File: config.mk
export PLATFORM = sky130hd
export DESIGN_NAME = adc_trimmed_mean_block_unit
export DESIGN_NICKNAME = d
export VERILOG_FILES = /design/src/sv/atmb_pkg.sv /design/src/sv/atmb_div.sv /design/src/sv/adc_trimmed_mean_block_unit.sv
export SDC_FILE = /design/constraint.sdc
export NUM_CORES = 1
export LEC_CHECK = 0
export ABC_AREA = 1
export BUFFER_PORTS_ARGS = -buffer_cell sky130_fd_sc_hd__buf_2
export CAP_MARGIN = 5
export CELL_PAD_IN_SITES_DETAIL_PLACEMENT = 1
export CELL_PAD_IN_SITES_GLOBAL_PLACEMENT = 2
export CORE_ASPECT_RATIO = 1.75
export CORE_MARGIN = 2
export CORE_UTILIZATION = 39
export DETAILED_ROUTE_END_ITERATION = 8
export PLACE_DENSITY_LB_ADDON = 0.1
export RECOVER_POWER = 25
export SLEW_MARGIN = 20
export SYNTH_ARGS = -nofsm -noshare
export SYNTH_HDL_FRONTEND = slang
export SYNTH_SLANG_ARGS = --single-unit
File: constraint.sdc
create_clock -name i_clk -period 7 [get_ports i_clk]
set_input_delay 1.4 -clock i_clk [delete_from_list [all_inputs] [get_ports i_clk]]
set_output_delay 1.4 -clock i_clk [all_outputs]
set_load 0.05 [all_outputs]
File: src/sv/atmb_pkg.sv
// ----------------------------------------------------------------------------
// atmb_pkg
// Constants shared by the trimmed mean filter and its divider.
// ----------------------------------------------------------------------------
`default_nettype none

package atmb_pkg;

    localparam int unsigned SAMPLES_PER_BLOCK = 10;

    localparam int unsigned CODE_W = 10;
    localparam int unsigned GAIN_W = 26;
    localparam int unsigned MV_W   = 20;
    localparam int unsigned SUM_W  = 16;
    localparam int unsigned FRAC_W = 16;
    localparam int unsigned CNT_W  = $clog2(SAMPLES_PER_BLOCK);

    localparam logic [GAIN_W-1:0] GAIN_RESET = GAIN_W'(37353213);
    localparam logic [CNT_W-1:0]  LAST_COUNT = CNT_W'(SAMPLES_PER_BLOCK - 1);
    localparam logic [CODE_W-1:0] CODE_MAX   = {CODE_W{1'b1}};

    localparam int unsigned DIVISOR  = SAMPLES_PER_BLOCK - 2;
    localparam int unsigned DIV_W    = $clog2(SAMPLES_PER_BLOCK - 1);
    localparam int unsigned RECIP_SH = SUM_W;
    localparam int unsigned RECIP    = (1 << RECIP_SH) / DIVISOR;
    localparam int unsigned RECIP_W  = RECIP_SH + 1;

endpackage

`default_nettype wire

File: src/sv/atmb_div.sv
// ----------------------------------------------------------------------------
// atmb_div
// Divides the trimmed block sum by the sample count less two, using a
// reciprocal multiply and one correction step, pipelined over three stages.
// ----------------------------------------------------------------------------
`default_nettype none

module atmb_div
    import atmb_pkg::*;
(
    input  wire logic              i_clk,
    input  wire logic              i_rst_n,
    input  wire logic              i_valid,
    output logic                   o_ready,
    input  wire logic [SUM_W-1:0]  i_trim,
    output logic                   o_valid,
    input  wire logic              i_ready,
    output logic [CODE_W-1:0]      o_mean
);

    localparam int unsigned PROD_W = SUM_W + RECIP_W;
    localparam int unsigned QD_W   = SUM_W + DIV_W;
    localparam logic [RECIP_W-1:0] RECIP_V = RECIP_W'(RECIP);
    localparam logic [DIV_W-1:0]   DIV_V   = DIV_W'(DIVISOR);

    logic              r_t_valid;
    logic [SUM_W-1:0]  r_t_trim;
    logic              r_q_valid;
    logic [SUM_W-1:0]  r_q_trim;
    logic [SUM_W-1:0]  r_q_quot;
    logic              r_m_valid;
    logic [CODE_W-1:0] r_m_mean;

    logic              t_ready;
    logic              q_ready;
    logic              m_ready;
    logic [PROD_W-1:0] prod;
    logic [SUM_W-1:0]  n_q_quot;
    logic [QD_W-1:0]   qd;
    logic [QD_W-1:0]   rem;
    logic [SUM_W:0]    quot_fix;
    logic [CODE_W-1:0] n_m_mean;

    assign m_ready = !r_m_valid || i_ready;
    assign q_ready = !r_q_valid || m_ready;
    assign t_ready = !r_t_valid || q_ready;
    assign o_ready = t_ready;

    assign prod     = PROD_W'(r_t_trim) * PROD_W'(RECIP_V);
    assign n_q_quot = prod[RECIP_SH +: SUM_W];

    // The reciprocal estimate is low by at most one, so one compare fixes it.
    assign qd  = QD_W'(r_q_quot) * QD_W'(DIV_V);
    assign rem = QD_W'(r_q_trim) - qd;

    always_comb begin
        quot_fix = (SUM_W + 1)'(r_q_quot);
        if (rem >= QD_W'(DIV_V)) begin
            quot_fix = quot_fix + (SUM_W + 1)'(1);
        end
        if (quot_fix > (SUM_W + 1)'(CODE_MAX)) begin
            n_m_mean = CODE_MAX;
        end else begin
            n_m_mean = quot_fix[CODE_W-1:0];
        end
    end

    always_ff @(posedge i_clk) begin
        if (!i_rst_n) begin
            r_t_valid <= 1'b0;
            r_q_valid <= 1'b0;
            r_m_valid <= 1'b0;
        end else begin
            if (t_ready) begin
                r_t_valid <= i_valid;
            end
            if (q_ready) begin
                r_q_valid <= r_t_valid;
            end
            if (m_ready) begin
                r_m_valid <= r_q_valid;
            end
        end
    end

    always_ff @(posedge i_clk) begin
        if (t_ready && i_valid) begin
            r_t_trim <= i_trim;
        end
        if (q_ready && r_t_valid) begin
            r_q_trim <= r_t_trim;
            r_q_quot <= n_q_quot;
        end
        if (m_ready && r_q_valid) begin
            r_m_mean <= n_m_mean;
        end
    end

    assign o_valid = r_m_valid;
    assign o_mean  = r_m_mean;

endmodule

`default_nettype wire

File: src/sv/adc_trimmed_mean_block_unit.sv
// Pipeline: the last sample of a block is taken into the accumulate register;
// after it the stages are trim, reciprocal multiply, correction and gain
// multiply, each registered, and the last one drives the output.
// Throughput: one sample per cycle while the output is not stalled; blocks
// follow each other without a gap.
// Reset: synchronous, active low; clears the block and the pipeline and loads the default gain.
// ----------------------------------------------------------------------------
// adc_trimmed_mean_block_unit
// Groups ADC samples into blocks and gives the trimmed mean of each block
// together with the scaled input voltage in millivolts.
// ----------------------------------------------------------------------------
`default_nettype none

module adc_trimmed_mean_block_unit
    import atmb_pkg::*;
(
    input  wire logic              i_clk,
    input  wire logic              i_rst_n,
    input  wire logic              i_cfg_we,
    input  wire logic [GAIN_W-1:0] i_cfg_wdata,
    input  wire logic              i_valid,
    output logic                   o_stall,
    input  wire logic [CODE_W-1:0] i_sample,
    output logic                   o_valid,
    input  wire logic              i_stall,
    output logic [CODE_W-1:0]      o_filtered_code,
    output logic [MV_W-1:0]        o_input_millivolts
);

    localparam int unsigned MUL_W = CODE_W + GAIN_W;

    logic [GAIN_W-1:0] r_gain;
    logic [SUM_W-1:0]  r_sum;
    logic [CODE_W-1:0] r_max;
    logic [CODE_W-1:0] r_min;
    logic [CNT_W-1:0]  r_count;
    logic              r_a_valid;
    logic [SUM_W-1:0]  r_a_sum;
    logic [CODE_W-1:0] r_a_max;
    logic [CODE_W-1:0] r_a_min;
    logic              r_o_valid;
    logic [CODE_W-1:0] r_o_code;
    logic [MV_W-1:0]   r_o_mv;

    logic              accept;
    logic              first;
    logic              last;
    logic [SUM_W-1:0]  n_sum;
    logic [CODE_W-1:0] n_max;
    logic [CODE_W-1:0] n_min;
    logic [SUM_W:0]    min_max;
    logic [SUM_W:0]    diff;
    logic [SUM_W-1:0]  trim;
    logic              div_ready;
    logic              div_valid;
    logic [CODE_W-1:0] div_mean;
    logic              out_ready;
    logic [MUL_W-1:0]  mv_full;

    assign o_stall = r_a_valid && !div_ready;
    assign accept  = i_valid && !o_stall;
    assign first   = (r_count == '0);
    assign last    = (r_count >= LAST_COUNT);

    always_comb begin
        if (first) begin
            n_sum = SUM_W'(i_sample);
            n_max = i_sample;
            n_min = i_sample;
        end else begin
            n_sum = r_sum + SUM_W'(i_sample);
            n_max = (i_sample > r_max) ? i_sample : r_max;
            n_min = (i_sample < r_min) ? i_sample : r_min;
        end
    end

    always_ff @(posedge i_clk) begin
        if (!i_rst_n) begin
            r_gain    <= GAIN_RESET;
            r_sum     <= '0;
            r_count   <= '0;
            r_a_valid <= 1'b0;
        end else begin
            if (i_cfg_we) begin
                r_gain <= i_cfg_wdata;
            end
            if (accept) begin
                if (last) begin
                    r_sum   <= '0;
                    r_count <= '0;
                end else begin
                    r_sum   <= n_sum;
                    r_count <= r_count + CNT_W'(1);
                end
            end
            if (accept && last) begin
                r_a_valid <= 1'b1;
            end else if (div_ready) begin
                r_a_valid <= 1'b0;
            end
        end
    end

    always_ff @(posedge i_clk) begin
        if (accept) begin
            r_max <= n_max;
            r_min <= n_min;
        end
        if (accept && last) begin
            r_a_sum <= n_sum;
            r_a_max <= n_max;
            r_a_min <= n_min;
        end
    end

    assign min_max = (SUM_W + 1)'(r_a_max) + (SUM_W + 1)'(r_a_min);
    assign diff    = (SUM_W + 1)'(r_a_sum) - min_max;
    assign trim    = ((SUM_W + 1)'(r_a_sum) < min_max) ? '0 : diff[SUM_W-1:0];

    atmb_div u_div (
        .i_clk   (i_clk),
        .i_rst_n (i_rst_n),
        .i_valid (r_a_valid),
        .o_ready (div_ready),
        .i_trim  (trim),
        .o_valid (div_valid),
        .i_ready (out_ready),
        .o_mean  (div_mean)
    );

    assign out_ready = !r_o_valid || !i_stall;
    assign mv_full   = MUL_W'(div_mean) * MUL_W'(r_gain);

    always_ff @(posedge i_clk) begin
        if (!i_rst_n) begin
            r_o_valid <= 1'b0;
        end else if (out_ready) begin
            r_o_valid <= div_valid;
        end
    end

    always_ff @(posedge i_clk) begin
        if (out_ready && div_valid) begin
            r_o_code <= div_mean;
            r_o_mv   <= mv_full[FRAC_W +: MV_W];
        end
    end

    assign o_valid            = r_o_valid;
    assign o_filtered_code    = r_o_code;
    assign o_input_millivolts = r_o_mv;

endmodule

`default_nettype wire

==> results of run 1 <==
==> final timing paths <==
| kind | depth (start not counted) | slack [ps] | to |
|---|---|---|---|
| hold reg to reg | 0 | 420 | u_div.r_q_trim[12]$_DFFE_PP_ |
| setup reg to reg | 23 | 720 | o_input_millivolts[12]$_DFFE_PP_ |
| hold / removal | 0 | 420 | u_div.r_q_trim[12]$_DFFE_PP_ |
| setup / recovery | 23 | 720 | o_input_millivolts[12]$_DFFE_PP_ |
==> critical path, delay by kind of cell (launching register included) <==
| kind | cells | cell delay [ps] |
|---|---|---|
| flip-flops | 1 | 740 |
| adder cells (fa/ha/maj) | 6 | 2810 |
| buffers and inverters | 9 | 1190 |
| AND/OR/NAND/NOR | 8 | 1300 |
==> power breakdown <==
group	internal [W]	switching, W
registers	0.00122	0.0000621
clock network	0.000487	0.000518
logic	0.000997	0.00197
==> stage by stage <==
stage / hold WS, ps / util / power (W) / cells / area [sq um]
6_report: 420 / 0.430 / 0.00526 / 2677 / 18200
5_1_grt: 431 / 0.429 / 0.00573 / 2674 / 18200
4_1_cts: 422 / 0.430 / 0.00533 / 2673 / 18300
3_5_place_dp: 405 / 0.416 / 0.00430 / 2641 / 17600
3_3_place_gp: 401 / 0.416 / 0.00426 / 2641 / 17600
2_1_floorplan: 400 / - / 0.00335 / 2067 / 16700
==> cell type report <==
cell class / instances / area [sq um]
fill: 5154 / 24200
multi-input combinational: 1359 / 10000
sequential: 173 / 4680
inverter: 459 / 1730
tap: 561 / 702
timing repair buffer: 90 / 475
clock buffer: 17 / 425
clock inverter: 15 / 185
antenna: 3 / 7.51
==> Yosys cell counts (3+ instances only) <==
| library cell | n |
|---|---|
| nand2_1 | 585 |
| clkbuf_1 | 64 |
| edfxtp_1 | 122 |
| fa_1 | 191 |
| o21ai_0 | 57 |
| a31oi_1 | 4 |
| dfxtp_1 | 51 |
| xnor2_1 | 10 |
| o21ai_1 | 4 |
| nand4_1 | 12 |
| ha_1 | 121 |
| nand2_2 | 6 |
| o21bai_1 | 3 |
| nor2_1 | 105 |
| nand3_1 | 76 |
| a21boi_0 | 3 |
| buf_4 | 5 |
| o2111ai_1 | 3 |
| a21oi_1 | 105 |
| nor2_4 | 3 |
| nand3b_1 | 4 |
| a21o_1 | 8 |
| inv_1 | 452 |
| o211ai_1 | 5 |
| buf_2 | 6 |
| nor3_1 | 13 |
| inv_2 | 4 |
| xor2_1 | 21 |
==> cell families after synthesis <==
| logic type | after synthesis |
|---|---|
| and+or+nand+nor | 816 |
| buffers and inverters | 535 |
| adders and majority gates | 312 |
| AOI/OAI and AO/OA | 200 |
| DFF | 173 |
| xor gates and xnor gates | 31 |
==> state kept, by name (all words and copies together), names as in the netlist <==
name / cells
r_a_max: 10
u_div.o_valid: 1
r_a_sum: 16
o_input_millivolts: 20
u_div.o_mean: 10
o_valid: 1
u_div.r_q_valid: 1
o_filtered_code: 10
u_div.r_q_trim: 13
u_div.r_t_valid: 1
r_min: 10
r_a_min: 10
r_a_valid: 1
r_count: 4
r_gain: 26
u_div.r_t_trim: 13
r_max: 10
r_sum: 16
==> routing by layer <==
metal	part of all wire	track usage	wire length, um	vias to the layer above
li1	-	-	-	6377
met3	0.023	0.0271	1150	110
met1	0.35	0.231	17900	6687
met4	0.051	0.119	2620	2
met5	0.00014	0	7	-
met2	0.57	0.484	29300	187
==> flow_summary_export.csv, run 1 <==
group,metric,value,unit
outcome,violations,"max-capacitance violations, max-slew violations",
cts,clk_pin_slew,80,ps
drt,post_drt_wl_per_cell,19.0,um
critical_path,critPathSlowestCell,"edfxtp_1",
sta,finalHoldViolations,0,
logic_synthesis,yosysSeqAreaShare,0.280,
cts,cts-root-buf,"clkbuf_16",
pwr,p_leak,9.60,nW
logic_synthesis,async_reset_ff_frac,0,
sta,max_freq,159,MHz
cts,hold_buffers,0,
die,core-area,0.0424,sq mm
logic_synthesis,synth_cell_type_count,43,
placed_design,hpwl,41800,um
critical_path,crit_start,"u_div.o_mean[6]$_SDFFCE_PN1P_",
logic_synthesis,synth_area_leaders,"fa_1 (23%), edfxtp_1 (22%), nand2_1 (13%)",
critical_path,critical_path.cell_chain,"clkbuf_1 -> nand2_1 -> inv_1 -> fa_1 -> inv_1 -> fa_1 -> fa_1 -> inv_1 -> fa_1 -> inv_1 -> fa_1 -> inv_1 -> ha_1 -> nand2_1 -> nor2_1 -> buf_4 -> inv_1 -> nor2_1 -> inv_1 -> nor2_1 -> nor3b_1 -> nand3_1 -> nand2_1",
grt,grt_max_degree,39,
sta,layout_min_cycle_time,6280,ps
sta,finalCritPeriodShare,0.897,
critical_path,r2r-start,"u_div.o_mean[6]$_SDFFCE_PN1P_",
cts,clkLatencyLatePin,460,ps
grt,grt_pass1_vias,15200,
sta,skew,19.2,ps
logic_synthesis,synth_compound_area_frac,0.0658,
cts,numCtsBuffers,17,
layout,synthToLayoutAreaGrowth,8.81,%
hold_path,hold_start,"u_div.r_t_trim[12]$_SDFFCE_PN0P_",
logic_synthesis,synth-xor-area-share,0.0162,
sta,setup_viol,0,
drt,via_per_inst,4.99,
logic_synthesis,synth_warnings,0,
logic_synthesis,yosys.area_share.adder,0.319,
pwr,peakVddDrop,155,uV
sta,rsz0062_at_grt,"false",
hold_path,hold_class,"flop to flop",
placed_design,pre_cts_ws,1010,ps
logic_synthesis,syn-instance-count,2067,
sta,slew_violations,31,
drt,antenna_left,0,
grt,grt_first_pass_wirelength,81200,um
critical_path,crit_path_frequent_cell,"inv_1",
drt,routed_wirelength,51000,um
cts,cts_setup_buffers,0,
critical_path,cp_slowest_stage_delay,740,ps
critical_path,crit_required,7210,ps
placed_design,place_congestion,0.865,
die,ioPinCount,73,
sta,timing.final.ws_setup,722,ps
layout,final_common_cell,"nand2_1",
grt,track_usage,0.238,
logic_synthesis,synth-edff-count,122,
grt,grt_overflow,0,
pwr,powerDensity,288,mW/mm^2
die,start_util,0.395,
cts,cts_resized,0,
layout,drive_gt1_frac,0.0644,
placed_design,portBuffers,72,
cts,htree_num_levels,4,
cts,cts_tree,"yes",
logic_synthesis,ys_seq_elements,173,
drt,drcViolationCount,0,
drt,dr_total_vias,13400,
flow_run,drv_cap,1,
drt,firstDrtPassIters,4,
logic_synthesis,synth_top_area_share,0.228,
sta,tightest_slew,2050,ps
layout,layout.nets,2453,
sta,maxSlewHeadroom,-0.365,
logic_synthesis,synthesis.nets,2420,
logic_synthesis,avgSynthCellArea,8.10,sq um
critical_path,arrival,6490,ps
critical_path,worstSetupPathType,"flop to flop",
drt,drt-initial-drc-count,524,
critical_path,endpoint_kind,"flop",
die,die-area,0.0447,sq mm
grt,grt_antenna_before_repair,4,
logic_synthesis,yosys_most_used_dff,"edfxtp_1",
sta,setup-tns-final,0,ps
logic_synthesis,synth_top_family_by_area,"adder cells",
critical_path,cp_max_fo,15,
die,rows,100,
layout,most-common-layout-cells,"nand2_1 (587), inv_1 (452), fa_1 (191)",
logic_synthesis,muxShareOfSynthArea,0,
cts,clock-sinks,173,
logic_synthesis,synth_area,0.0167,sq mm
outcome,status,"finished with violations",
die,die_width,161,um
die,fp.dieH,278,um
logic_synthesis,synthSimpleGateAreaFrac,0.197,
critical_path,setup.worst_path.start_class,"flop",
cts,cts_buffer_depth,2,
logic_synthesis,yosysTopAreaCell,"fa_1",
Power figures use the tool's default switching activity.
==> run 2, diff against run 1 <==
- CELL_PAD_IN_SITES_GLOBAL_PLACEMENT: 2 -> 1
- CORE_UTILIZATION: 39 -> 48
==> run 2 against run 1 <==
Net effect: the run still ends with max-capacitance violations, max-slew violations left; setup slack gained 450 ps; final area shrank 0.95%; sequential power is essentially flat; largest power group unchanged.
==> flow_summary_export.csv, run 2 (synthesis gave the netlist of run 1 again) <==
group,metric,value,unit
pwr,switchingPower,0.00245,W
layout,drive_gt1_frac,0.0659,
cts,clkLatencyLatePin,460,ps
sta,finalHoldViolations,0,
critical_path,worstSetupPathType,"flop to flop",
die,die_width,145,um
pwr,comb_power_share,0.565,
grt,grt_use_met2,0.556,
cts,clk_pin_slew,80,ps
die,fp.dieH,251,um
grt,grt_antenna_before_repair,3,
critical_path,r2r_cells,22,
cts,htree_num_levels,4,
critical_path,cp_max_fo,16,
pwr,p_leak,9.60,nW
sta,skew,15.7,ps
layout,largest_register_ffs,26,
sta,finalCritPeriodShare,0.833,
grt,grt_pass1_vias,15300,
drt,drt-initial-drc-count,469,
sta,max_freq,171,MHz
grt,use_met3,0.0338,
critical_path,arrival,6030,ps
critical_path,setup.worst_path.start_class,"flop",
layout,top_register,"r_gain",
drt,routed_wirelength,48200,um
cts,cts-root-buf,"clkbuf_16",
hold_path,hold_class,"flop to flop",
drt,antenna_left,0,
pwr,p_seq_frac,0.245,
pwr,powerDensity,288,mW/mm^2
sta,layout_min_cycle_time,5830,ps
die,die-area,0.0365,sq mm
layout,synthToLayoutAreaGrowth,7.78,%
layout,final_common_cell,"nand2_1",
die,ioPinCount,73,
die,core-area,0.0345,sq mm
grt,grt_first_pass_wirelength,78100,um
placed_design,place_area,0.0175,sq mm
grt,grtUsageMet1,0.265,
cts,cts_setup_buffers,0,
drt,post_drt_wl_per_cell,18.8,um
placed_design,place_congestion,0.928,
cts,clock-sinks,173,
die,start_util,0.486,
layout,layout.nets,2448,
drt,firstDrtPassIters,5,
sta,setup_viol,0,
placed_design,hpwl,38600,um
pwr,finalPower,0.00520,W
cts,hold_buffers,0,
hold_path,hold_start,"u_div.r_t_trim[5]$_SDFFCE_PN0P_",
drt,drcViolationCount,0,
sta,rsz0062_at_grt,"false",
grt,grt_overflow,0,
pwr,p_int,0.00275,W
grt,track_usage,0.275,
cts,cts_buffer_depth,2,
critical_path,r2r-end,"o_input_millivolts[12]$_DFFE_PP_",
grt,top_usage_layer,"met2",
sta,slew_violations,31,
outcome,status,"finished with violations",
drt,dr_total_vias,13600,
grt,grt_max_degree,39,
hold_path,holdPathEnd,"u_div.r_q_trim[5]$_DFFE_PP_",
sta,maxSlewHeadroom,-1.00,
cts,cts_tree,"yes",
pwr,sw_frac_of_total,0.471,
layout,most-common-layout-cells,"nand2_1 (586), inv_1 (452), fa_1 (191)",
outcome,violations,"max-capacitance violations, max-slew violations",
placed_design,portBuffers,72,
hold_path,worstHoldPathCells,0,
critical_path,endpoint_kind,"flop",
critical_path,r2r_slack,1170,ps
pwr,peakVddDrop,191,uV
drt,via_per_inst,5.28,
cts,cts_resized,0,
die,rows,90,
cts,numCtsBuffers,17,
layout,stdcell_area,0.0181,sq mm
pwr,power_frac_clock,0.190,
sta,setup-tns-final,0,ps
critical_path,r2r-start,"u_div.o_mean[9]$_SDFFCE_PN1P_",
sta,tightest_slew,3000,ps
critical_path,crit_required,7200,ps
flow_run,drv_cap,1,
[run 2: changes by cell type in the layout (fill, tap and decap cells not counted), sizes merged]
| cell | before | now |
|---|---|---|
| inv | 465 | 466 |
| diode | 3 | 1 |
| bufinv | 0 | 1 |
| clkinv | 8 | 4 |
| clkbuf | 27 | 21 |
| buf | 80 | 83 |
[run 2: final cells by class]
class / instances / area (sq um)
clock buffer: 19 / 454
tap: 460 / 576
multi-input combinational: 1359 / 10000
fill: 4319 / 16400
clock inverter: 13 / 141
inverter: 459 / 1730
sequential: 173 / 4680
timing repair buffer: 85 / 455
antenna: 1 / 2.50
[run 2: power groups by stage]
stage / combinational (W) / clock [W] / sequential, W
finish: 0.00294 / 0.000988 / 0.00127
global route: 0.00335 / 0.00104 / 0.00128
detailed placement: 0.00292 / 0 / 0.00129
CTS: 0.00296 / 0.00101 / 0.00127
floorplan: 0.00210 / 0 / 0.00125
global placement: 0.00283 / 0 / 0.00129
[run 2: critical path: stages (launching register included)]
cell and delay (ps):
edfxtp_1 600, buf_4 300, nand2_1 90, inv_1 70
fa_1 540, inv_1 60, fa_1 500, fa_1 560
inv_1 60, fa_1 540, inv_1 60, fa_1 530
inv_1 40, ha_1 370, nand2_1 120, nor2_1 260
inv_1 80, nor2_1 230, inv_1 70, nor2_1 220
nor3b_1 110, nand3_1 90, nand2_1 60
[run 2: metal layers]
metal | vias up | share of wire
met3 | 125 | 0.027
met1 | 6824 | 0.35
met5 | - | 0.00029
li1 | 6355 | -
met2 | 248 | 0.57
met4 | 4 | 0.058
[run 2: per-stage QoR]
step / hold WS (ps) / worst slack [ps] / cells / utilization
global route: 429 / 834 / 2568 / 0.524
global placement: 402 / 1290 / 2536 / 0.507
detailed placement: 410 / 1190 / 2536 / 0.507
CTS: 427 / 1160 / 2568 / 0.525
floorplan: 400 / 1860 / 2067 / -
finish: 423 / 1170 / 2569 / 0.524
[run 2: worst max path at each step]
stage | from | to | slack (ps) | depth (start not counted)
final | u_div.o_mean[9]$_SDFFCE_PN1P_ | o_input_millivolts[12]$_DFFE_PP_ | 1170 | 22
after global routing | u_div.o_mean[9]$_SDFFCE_PN1P_ | o_input_millivolts[17]$_DFFE_PP_ | 830 | 20
after CTS | u_div.o_mean[9]$_SDFFCE_PN1P_ | o_input_millivolts[17]$_DFFE_PP_ | 1160 | 20
after detailed placement | u_div.o_mean[9]$_SDFFCE_PN1P_ | o_input_millivolts[17]$_DFFE_PP_ | 1190 | 20
after global placement | u_div.o_mean[9]$_SDFFCE_PN1P_ | o_input_millivolts[17]$_DFFE_PP_ | 1290 | 20
after floorplan | u_div.o_mean[3]$_SDFFCE_PN1P_ | o_input_millivolts[17]$_DFFE_PP_ | 1860 | 21
==> run 3, diff against run 2 <==
- CORE_UTILIZATION: 48 -> 44
- clock period: 7 -> 5.3 ns (I/O delays scaled with it)
==> run 3 against run 2 <==
Net effect: clock skew fell by 5.9 ps; clock-buffer cell count did not move; the run now ends clean; final area rose by 7.5%.
==> flow_summary_export.csv, run 3 (synthesis gave the netlist of run 1 again) <==
group,metric,value,unit
outcome,status,"complete, no violations",
sta,finalHoldViolations,0,
layout,layout.nets,2542,
critical_path,endpoint_kind,"flop",
grt,track_usage,0.256,
cts,clk_pin_slew,70,ps
drt,dr_total_vias,13800,
hold_path,hold_class,"flop to flop",
grt,grt_first_pass_wirelength,77300,um
hold_path,worstHoldPathCells,0,
sta,tightest_slew,1380,ps
critical_path,r2r-end,"o_input_millivolts[17]$_DFFE_PP_",
die,die-area,0.0397,sq mm
layout,multiInputGateArea,0.0106,sq mm
flow_run,drv_cap,0,
layout,drive_gt1_frac,0.150,
critical_path,r2r_cells,21,
critical_path,worstSetupPathType,"flop to flop",
sta,layout_min_cycle_time,5190,ps
layout,stdcell_area,0.0194,sq mm
cts,cts_buffer_depth,2,
sta,skew,9.84,ps
sta,setup_viol,0,
critical_path,cp_slowest_stage_delay,540,ps
placed_design,hpwl,39700,um
grt,grt_overflow,0,
drt,via_per_inst,5.14,
layout,top_register,"r_gain",
layout,largest_register_ffs,26,
layout,synthToLayoutAreaGrowth,15.9,%
sta,whs,422,ps
critical_path,cp_max_fo,8,
drt,post_drt_wl_per_cell,18.2,um
placed_design,place_area,0.0182,sq mm
die,start_util,0.446,
critical_path,arrival,5410,ps
cts,htree_num_levels,4,
cts,clkLatencyLatePin,460,ps
drt,antenna_left,0,
sta,rsz0062_at_grt,"true",
drt,firstDrtPassIters,4,
placed_design,place_congestion,0.892,
critical_path,r2r-start,"u_div.o_mean[5]$_SDFFCE_PN1P_",
cts,numCtsBuffers,17,
critical_path,critPathSlowestCell,"edfxtp_1",
hold_path,holdPathEnd,"u_div.r_q_trim[7]$_DFFE_PP_",
sta,slew_violations,0,
grt,grt_max_degree,39,
hold_path,hold_start,"u_div.r_t_trim[7]$_SDFFCE_PN0P_",
critical_path,critical_path.cell_chain,"buf_6 -> buf_6 -> nand2_1 -> inv_1 -> fa_1 -> fa_1 -> fa_1 -> fa_1 -> inv_1 -> fa_1 -> inv_1 -> ha_4 -> nand2_1 -> nand2_1 -> inv_1 -> o21ai_1 -> a21oi_1 -> nand2_2 -> nand2_1 -> nand3_1 -> nand2_1",
pwr,p_leak,10.1,nW
critical_path,setup.worst_path.start_class,"flop",
sta,finalCritPeriodShare,0.980,
sta,max_freq,193,MHz
die,ioPinCount,73,
critical_path,r2r_slack,110,ps
die,core-area,0.0375,sq mm
die,fp.dieH,262,um
drt,drcViolationCount,0,
pwr,powerDensity,425,mW/mm^2
sta,timing.final.ws_setup,108,ps
pwr,peakVddDrop,247,uV
layout,regArea,0.00469,sq mm
cts,cts_tree,"yes",
cts,clock-sinks,173,
drt,routed_wirelength,48900,um
critical_path,path_delay_family,"adder cells",
drt,drt-initial-drc-count,381,
die,rows,94,
die,die_width,151,um
grt,grt_pass1_vias,15600,
placed_design,portBuffers,72,
layout,fin_util,0.517,
sta,maxSlewHeadroom,0.0783,
layout,final_common_cell,"nand2_1",
cts,hold_buffers,0,
critical_path,path_buf_inv,6,
sta,setup-tns-final,0,ps
layout,most-common-layout-cells,"nand2_1 (566), inv_1 (450), fa_1 (188)",
grt,grt_antenna_before_repair,4,
critical_path,crit_start,"u_div.o_mean[5]$_SDFFCE_PN1P_",
cts,cts-root-buf,"clkbuf_16",
placed_design,pre_cts_ws,-209,ps
critical_path,crit_required,5520,ps
layout,num-fill-cells,4599,
==> run 3: worst max-delay path by stage <==
stage / slack (ps) / endpoint / depth (start not counted)
after global placement: -70 / o_input_millivolts[18]$_DFFE_PP_ / 22
final: 110 / o_input_millivolts[17]$_DFFE_PP_ / 21
after global routing: -80 / o_input_millivolts[17]$_DFFE_PP_ / 21
after CTS: -6 / o_input_millivolts[19]$_DFFE_PP_ / 21
after floorplan: 160 / o_input_millivolts[17]$_DFFE_PP_ / 21
after detailed placement: -210 / o_input_millivolts[18]$_DFFE_PP_ / 22
==> run 3: where the power goes <==
part	internal [W]	switching, W
combinational	0.00219	0.00316
sequential	0.00161	0.0000465
clock	0.000621	0.000622
total	0.00441	0.00383
==> run 3: per-layer routing <==
metal	vias to the layer above	share of wire	track usage	wire, um
met5	-	0.00070	0	34
met4	6	0.050	0.130	2420
met3	121	0.021	0.0304	1010
met2	209	0.58	0.521	28500
met1	6890	0.35	0.242	16900
li1	6553	-	-	-
==> run 3: layout make-up <==
type / count / share of cell area
multi-input combinational: 1359 / 0.544
timing repair buffer: 179 / 0.0661
clock buffer: 19 / 0.0223
tap: 480 / 0.0309
clock inverter: 13 / 0.00638
antenna: 1 / 0.000129
sequential: 173 / 0.241
inverter: 459 / 0.0890
==> run 3: per-stage QoR <==
stage	instances	total power, W
6_report	2683	0.00825
5_1_grt	2683	0.00889
4_1_cts	2664	0.00733
3_5_place_dp	2631	0.00591
3_3_place_gp	2631	0.00580
2_1_floorplan	2067	0.00443
==> run 3: timing repair <==
action                                  4_1_cts  5_1_grt
cloned                                        0        2
resized for setup                            22      119
buffers inserted                              1       16
pin swaps                                     5       40
endpoints found under the setup margin        8       20
